--- src/fsgs_pkg.sv ---
// ----------------------------------------------------------------------------
// fsgs_pkg
// Shared types, grid geometry and cell and command codes for the
// falling-sand grid block.
// ----------------------------------------------------------------------------
package fsgs_pkg;

  // Grid geometry; row 0 is the top row.
  localparam int GRID_WIDTH  = 64;
  localparam int GRID_HEIGHT = 64;
  localparam int CELLS       = GRID_WIDTH * GRID_HEIGHT;
  localparam int ADDR_W      = $clog2(CELLS);
  localparam int XC_W        = $clog2(GRID_WIDTH);
  localparam int YC_W        = $clog2(GRID_HEIGHT);

  // Cell contents.
  localparam logic [1:0] CELL_EMPTY  = 2'd0;
  localparam logic [1:0] CELL_WALL   = 2'd1;
  localparam logic [1:0] CELL_SAND   = 2'd2;
  localparam logic [1:0] CELL_STATIC = 2'd3;

  // Operation codes of an input word.
  localparam logic [1:0] OP_PLACE = 2'd0;
  localparam logic [1:0] OP_TICK  = 2'd1;
  localparam logic [1:0] OP_READ  = 2'd2;
  localparam logic [1:0] OP_NONE  = 2'd3;

  // Command kinds after classification.
  localparam logic [1:0] CMD_PLACE = 2'd0;
  localparam logic [1:0] CMD_TICK  = 2'd1;
  localparam logic [1:0] CMD_READ  = 2'd2;
  localparam logic [1:0] CMD_NONE  = 2'd3;

  typedef struct packed {
    logic [1:0] operation;
    logic [5:0] cell_x;
    logic [5:0] cell_y;
    logic       place_kind;
    logic       fall_side;
  } in_word_t;

  typedef struct packed {
    logic [1:0] cell_value;
    logic       placed;
  } out_word_t;

  // Classified command passed from the front end to the engine.
  typedef struct packed {
    logic [1:0]        kind;
    logic              in_range;
    logic [ADDR_W-1:0] addr;
    logic [1:0]        put_val;
    logic              side;
  } cmd_t;

  // Handshake between the command queue and the engine.
  typedef struct packed {
    logic valid;
    logic full;
  } q_status_t;

endpackage

--- src/fsgs_queue.sv ---
// ----------------------------------------------------------------------------
// fsgs_queue
// Two-entry command queue between the front end and the engine.
// ----------------------------------------------------------------------------
module fsgs_queue (
  input  logic                clk,
  input  logic                rst_n,
  input  logic                push,
  input  fsgs_pkg::cmd_t      push_cmd,
  input  logic                pop,
  output fsgs_pkg::cmd_t      head_cmd,
  output fsgs_pkg::q_status_t status
);
  import fsgs_pkg::*;

  cmd_t       slot_r [2];
  logic       wr_ptr_r, wr_ptr_nxt;
  logic       rd_ptr_r, rd_ptr_nxt;
  logic [1:0] count_r, count_nxt;

  assign head_cmd     = slot_r[rd_ptr_r];
  assign status.valid = (count_r != 2'd0);
  assign status.full  = (count_r == 2'd2);

  // Pointer and occupancy update.
  always_comb begin
    wr_ptr_nxt = push ? !wr_ptr_r : wr_ptr_r;
    rd_ptr_nxt = pop  ? !rd_ptr_r : rd_ptr_r;
    count_nxt  = 2'(count_r + {1'b0, push} - {1'b0, pop});
  end

  always_ff @(posedge clk) begin
    if (!rst_n) begin
      wr_ptr_r <= 1'b0;
      rd_ptr_r <= 1'b0;
      count_r  <= 2'd0;
    end else begin
      wr_ptr_r <= wr_ptr_nxt;
      rd_ptr_r <= rd_ptr_nxt;
      count_r  <= count_nxt;
    end
  end

  // Entry storage.
  always_ff @(posedge clk) begin
    if (push) begin
      slot_r[wr_ptr_r] <= push_cmd;
    end
  end

endmodule

--- config.mk ---
export PLATFORM = sky130hd
export DESIGN_NAME = fsgs_queue
export DESIGN_NICKNAME = d
export VERILOG_FILES = /design/src/fsgs_pkg.sv /design/src/fsgs_queue.sv
export SDC_FILE = /design/constraint.sdc
export NUM_CORES = 1
export LEC_CHECK = 0
export BUFFER_PORTS_ARGS = -buffer_cell sky130_fd_sc_hd__buf_2
export CAP_MARGIN = 10
export CORE_MARGIN = 8
export CORE_UTILIZATION = 30
export CTS_CLUSTER_SIZE = 28
export DETAILED_ROUTE_END_ITERATION = 6
export GPL_ROUTABILITY_DRIVEN = 0
export PLACE_DENSITY = 0.47
export REMOVE_ABC_BUFFERS = 1
export SKIP_LAST_GASP = 1
export SLEW_MARGIN = 20
export SYNTH_ARGS = -nofsm -noshare
export SYNTH_HDL_FRONTEND = slang
export SYNTH_SLANG_ARGS = --single-unit
--- constraint.sdc ---
create_clock -name clk -period 1.9 [get_ports clk]
set_input_delay 0 -clock clk [delete_from_list [all_inputs] [get_ports clk]]
set_output_delay 0 -clock clk [all_outputs]
set_load 0.02 [all_outputs]
== After elaboration in Yosys (flattened, before gate mapping) ==
Memories as Yosys holds them, arrays and structs flattened. A register that Yosys moved wholly into a read port is not among the register bits.
Index checks and enable logic that the tools add are counted.
Word-level totals
  RAM bits: 36
  output and inout port bits: 20
  bits in registers: 4
  memories kept: 1
  logic and storage cells: 14
  input port bits: 22
Cells by class
  $add $sub $neg: 2
  reduce and logical (&&, ||, !) cells: 3
  equality and inequality tests: 1
  mux-type cells: 4
Memories
  slot_r: depth 2, width 18, read ports 1, clocked after Yosys merged registers in 1, wr ports 1, RTL line fsgs_queue.sv:16  | cmd_t slot_r [2];
Operators with widths (count)
  $mux W1: 4
  $add A2 B1 Y2: 1
  $eq A2 B2 Y1 const B: 1
  $logic_not A1 Y1: 2
  $reduce_bool A2 Y1: 1
  $sub A2 B1 Y2: 1

== Depth between registers and ports, before layout ==
  depth after elaboration: 3
  mapped depth: 6

== Least setup slack after synthesis ==
Ideal clock, no wire load.
  path type: flip-flop to flip-flop
  from: register wr_ptr_r
  to: memory slot_r[0][0] in the netlist's numbering (enable)
  path slack: 339 ps
  stages on the path, launching flop included: 2
  period minus slack after synthesis: 1561 ps
  data arrival time: 1165 ps
  path buffers: 0
  library setup time: 396 ps
  cell sequence: dfxtp_1 -> nor2b_1
RTL lines
  from (decl): RTL line fsgs_queue.sv:17  | logic wr_ptr_r, wr_ptr_nxt;
  from (signal assigned): RTL line fsgs_queue.sv:38  | wr_ptr_r <= wr_ptr_nxt;
  to (decl): RTL line fsgs_queue.sv:16
No word-level cell before the write port.

==> metrics.csv <==
metric,value,unit
ios,42,
clock_latency,0.28,ns
dpl-instance-area,0.001874,mm^2
cts_tree,yes,
r2r_cells,6,
maxCapViolations,0,
grt_first_pass_wirelength,4498,um
rsz0062_at_grt,false,
coreArea,0.005107,mm^2
ys_ff_latch,41,
path_max_fanout,18,
layout_commonest_cell,buf_2,
synth.cell_area,0.001580,mm^2
crit_type,flip-flop to primary output,
fmax,0.6963,GHz
num_rows,26,
fin_worst_skew,0.003712,ns
fin_util,0.4211,
dp_cells,190,
clockBufferDepth,2,
port-buffer-count,41,
antenna_found_initial,0,
area_growth,36.10,%
vias,878,
period_needed,1.436,ns
drtPass1Iterations,2,
yosysWarnings,0,
p_per_area,897.0,mW/mm^2
start_kind,flip-flop,
r2r_setup_slack,0.52,ns
critPathRequiredTime,1.90,ns
drtAntennaViolNets,0,
final_cells,217,
leakage,0.8600,nW
drt_first_iter_violations,69,
post_synth_num_cell_types,14,
final_cell_mix,"buf_2, edfxtp_1, dlygate4sd3_1",
r2r-end,count_r[1],
hp-class,input pin to flip-flop,
layout_worst_path_cycle_share,0.7558,
root_buffer,clkbuf_8,
finalMaxSlewViolations,0,
die_area,0.007846,mm^2
design_area,0.002151,mm^2
worstPathArrival,1.44,ns
cts_resized,0,
synth_seq_area_share,0.7474,
timing.rr.start,count_r[0],
tightest_slew,0.3070,ns
fp.dieW,88.58,um
status,completed,
via_per_inst,4.046,
syn_area_per_cell,20.52,um^2
synthCells,77,
cts.htree.levels,2,
hold_violations,0,
max-vdd-ir-drop,469.2,uV
cts.sinks,41,
antennaDiodeCount,0,
end_kind,primary output,
relSlewSlack,0.7954,
grt_max_degree,19,
drc,0,
setup-tns-final,0,ns
cts.clk_slew.worst_paths,0.07,ns
dieHeight,88.58,um
initial_utilization,0.3094,
first_global_vias,966,
endpoint,head_cmd[17],
finish.net_count,170,
drive_gt1_frac,0.4966,
cts_buffers,5,
postCtsSetupBuffers,0,
grt_overflow,0,
dp_hpwl,1944,um
finalSetupViolations,0,
grt_usage,0.07900,
wl_per_cell,12.88,um
routed_wl,2794,um
==> power breakdown <==
part           internal, mW  switching (mW)
combinational         0.173           0.167
clock                 0.253           0.279
sequential             1.04          0.0179
==> layout make-up <==
cell class	instances	area [um^2]
fill	493	2957
sequential	41	1181
timing repair buffer	64	425.4
multi-input combinational	32	362.8
tap	70	87.58
clock buffer	5	68.82
clock inverter	3	17.52
inverter	2	7.507
==> metal layers <==
metal  share of wire  wire (um)  up-vias  track usage
met5               0          0        -            0
met3           0.091        254        3      0.04271
met2            0.52       1455       28       0.1405
met4          0.0057         16        0      0.02765
li1                -          -      424            -
met1            0.38       1068      423      0.07525
==> worst min-delay path by stage <==
| stage | slack (ns) | start | cells after the start | endpoint |
|---|---|---|---|---|
| floorplan | 0.1 | push_cmd[0] | 0 | slot_r[0][0] |
| global placement | 0.19 | push_cmd[6] | 1 | slot_r[1][6] |
| detailed placement | 0.19 | push_cmd[17] | 1 | slot_r[1][17] |
| CTS | 0.06 | push | 3 | wr_ptr_r |
| global route | 0.07 | push | 3 | wr_ptr_r |
| finish | 0.07 | push | 3 | wr_ptr_r |
==> repair_timing <==
action,in CTS,in global routing
hold endpoints to repair,41,0
hold buffers,19,0
endpoints found under the setup margin,0,0
==> kinds of logic (layout without fill, tap and decap cells) <==
family | count (synthesis) | in the layout | share of synthesized area
xor gates and xnor gates | 2 | 2 | 0.01979
muxes | 18 | 18 | 0.1520
AOI/OAI and AO/OA | 1 | 1 | 0.004752
and+or+nand+nor | 9 | 9 | 0.03563
DFF | 41 | 41 | 0.7474
buffers and inverters | 4 | 74 | 0.02455
adders and majority gates | 2 | 2 | 0.01583
==> registers in the layout, summed over array words and instances, names as in the netlist, named ones only <==
name,cells
slot_r,36
count_r,2
rd_ptr_r,1
wr_ptr_r,1
==> per-stage QoR <==
step	power [mW]	worst slack [ns]	hold slack, ns
6_report	1.929	0.4639	0.07371
5_1_grt	2.044	0.3736	0.07208
4_1_cts	1.967	0.4232	0.05960
3_5_place_dp	1.396	0.4916	0.1924
3_3_place_gp	1.386	0.5776	0.1897
2_1_floorplan	1.282	0.3386	0.09887
==> worst max-delay path, cell delays in order (launching register included) <==
cell	delay, ns
dfxtp_1	0.31
buf_4	0.29
mux2_2	0.38
buf_2	0.16
==> cell usage after synthesis (all sizes together) <==
master / instances / area, um^2
nor2b: 4 / 25.02
o21a: 1 / 7.510
mux2: 18 / 240.2
dfxtp: 5 / 100.1
inv: 2 / 7.510
and2: 4 / 25.02
ha: 2 / 25.02
xor2: 1 / 8.760
or2: 1 / 6.260
buf: 2 / 31.28
edfxtp: 36 / 1081
xnor3: 1 / 22.52
Power figures use the tool's default switching activity.
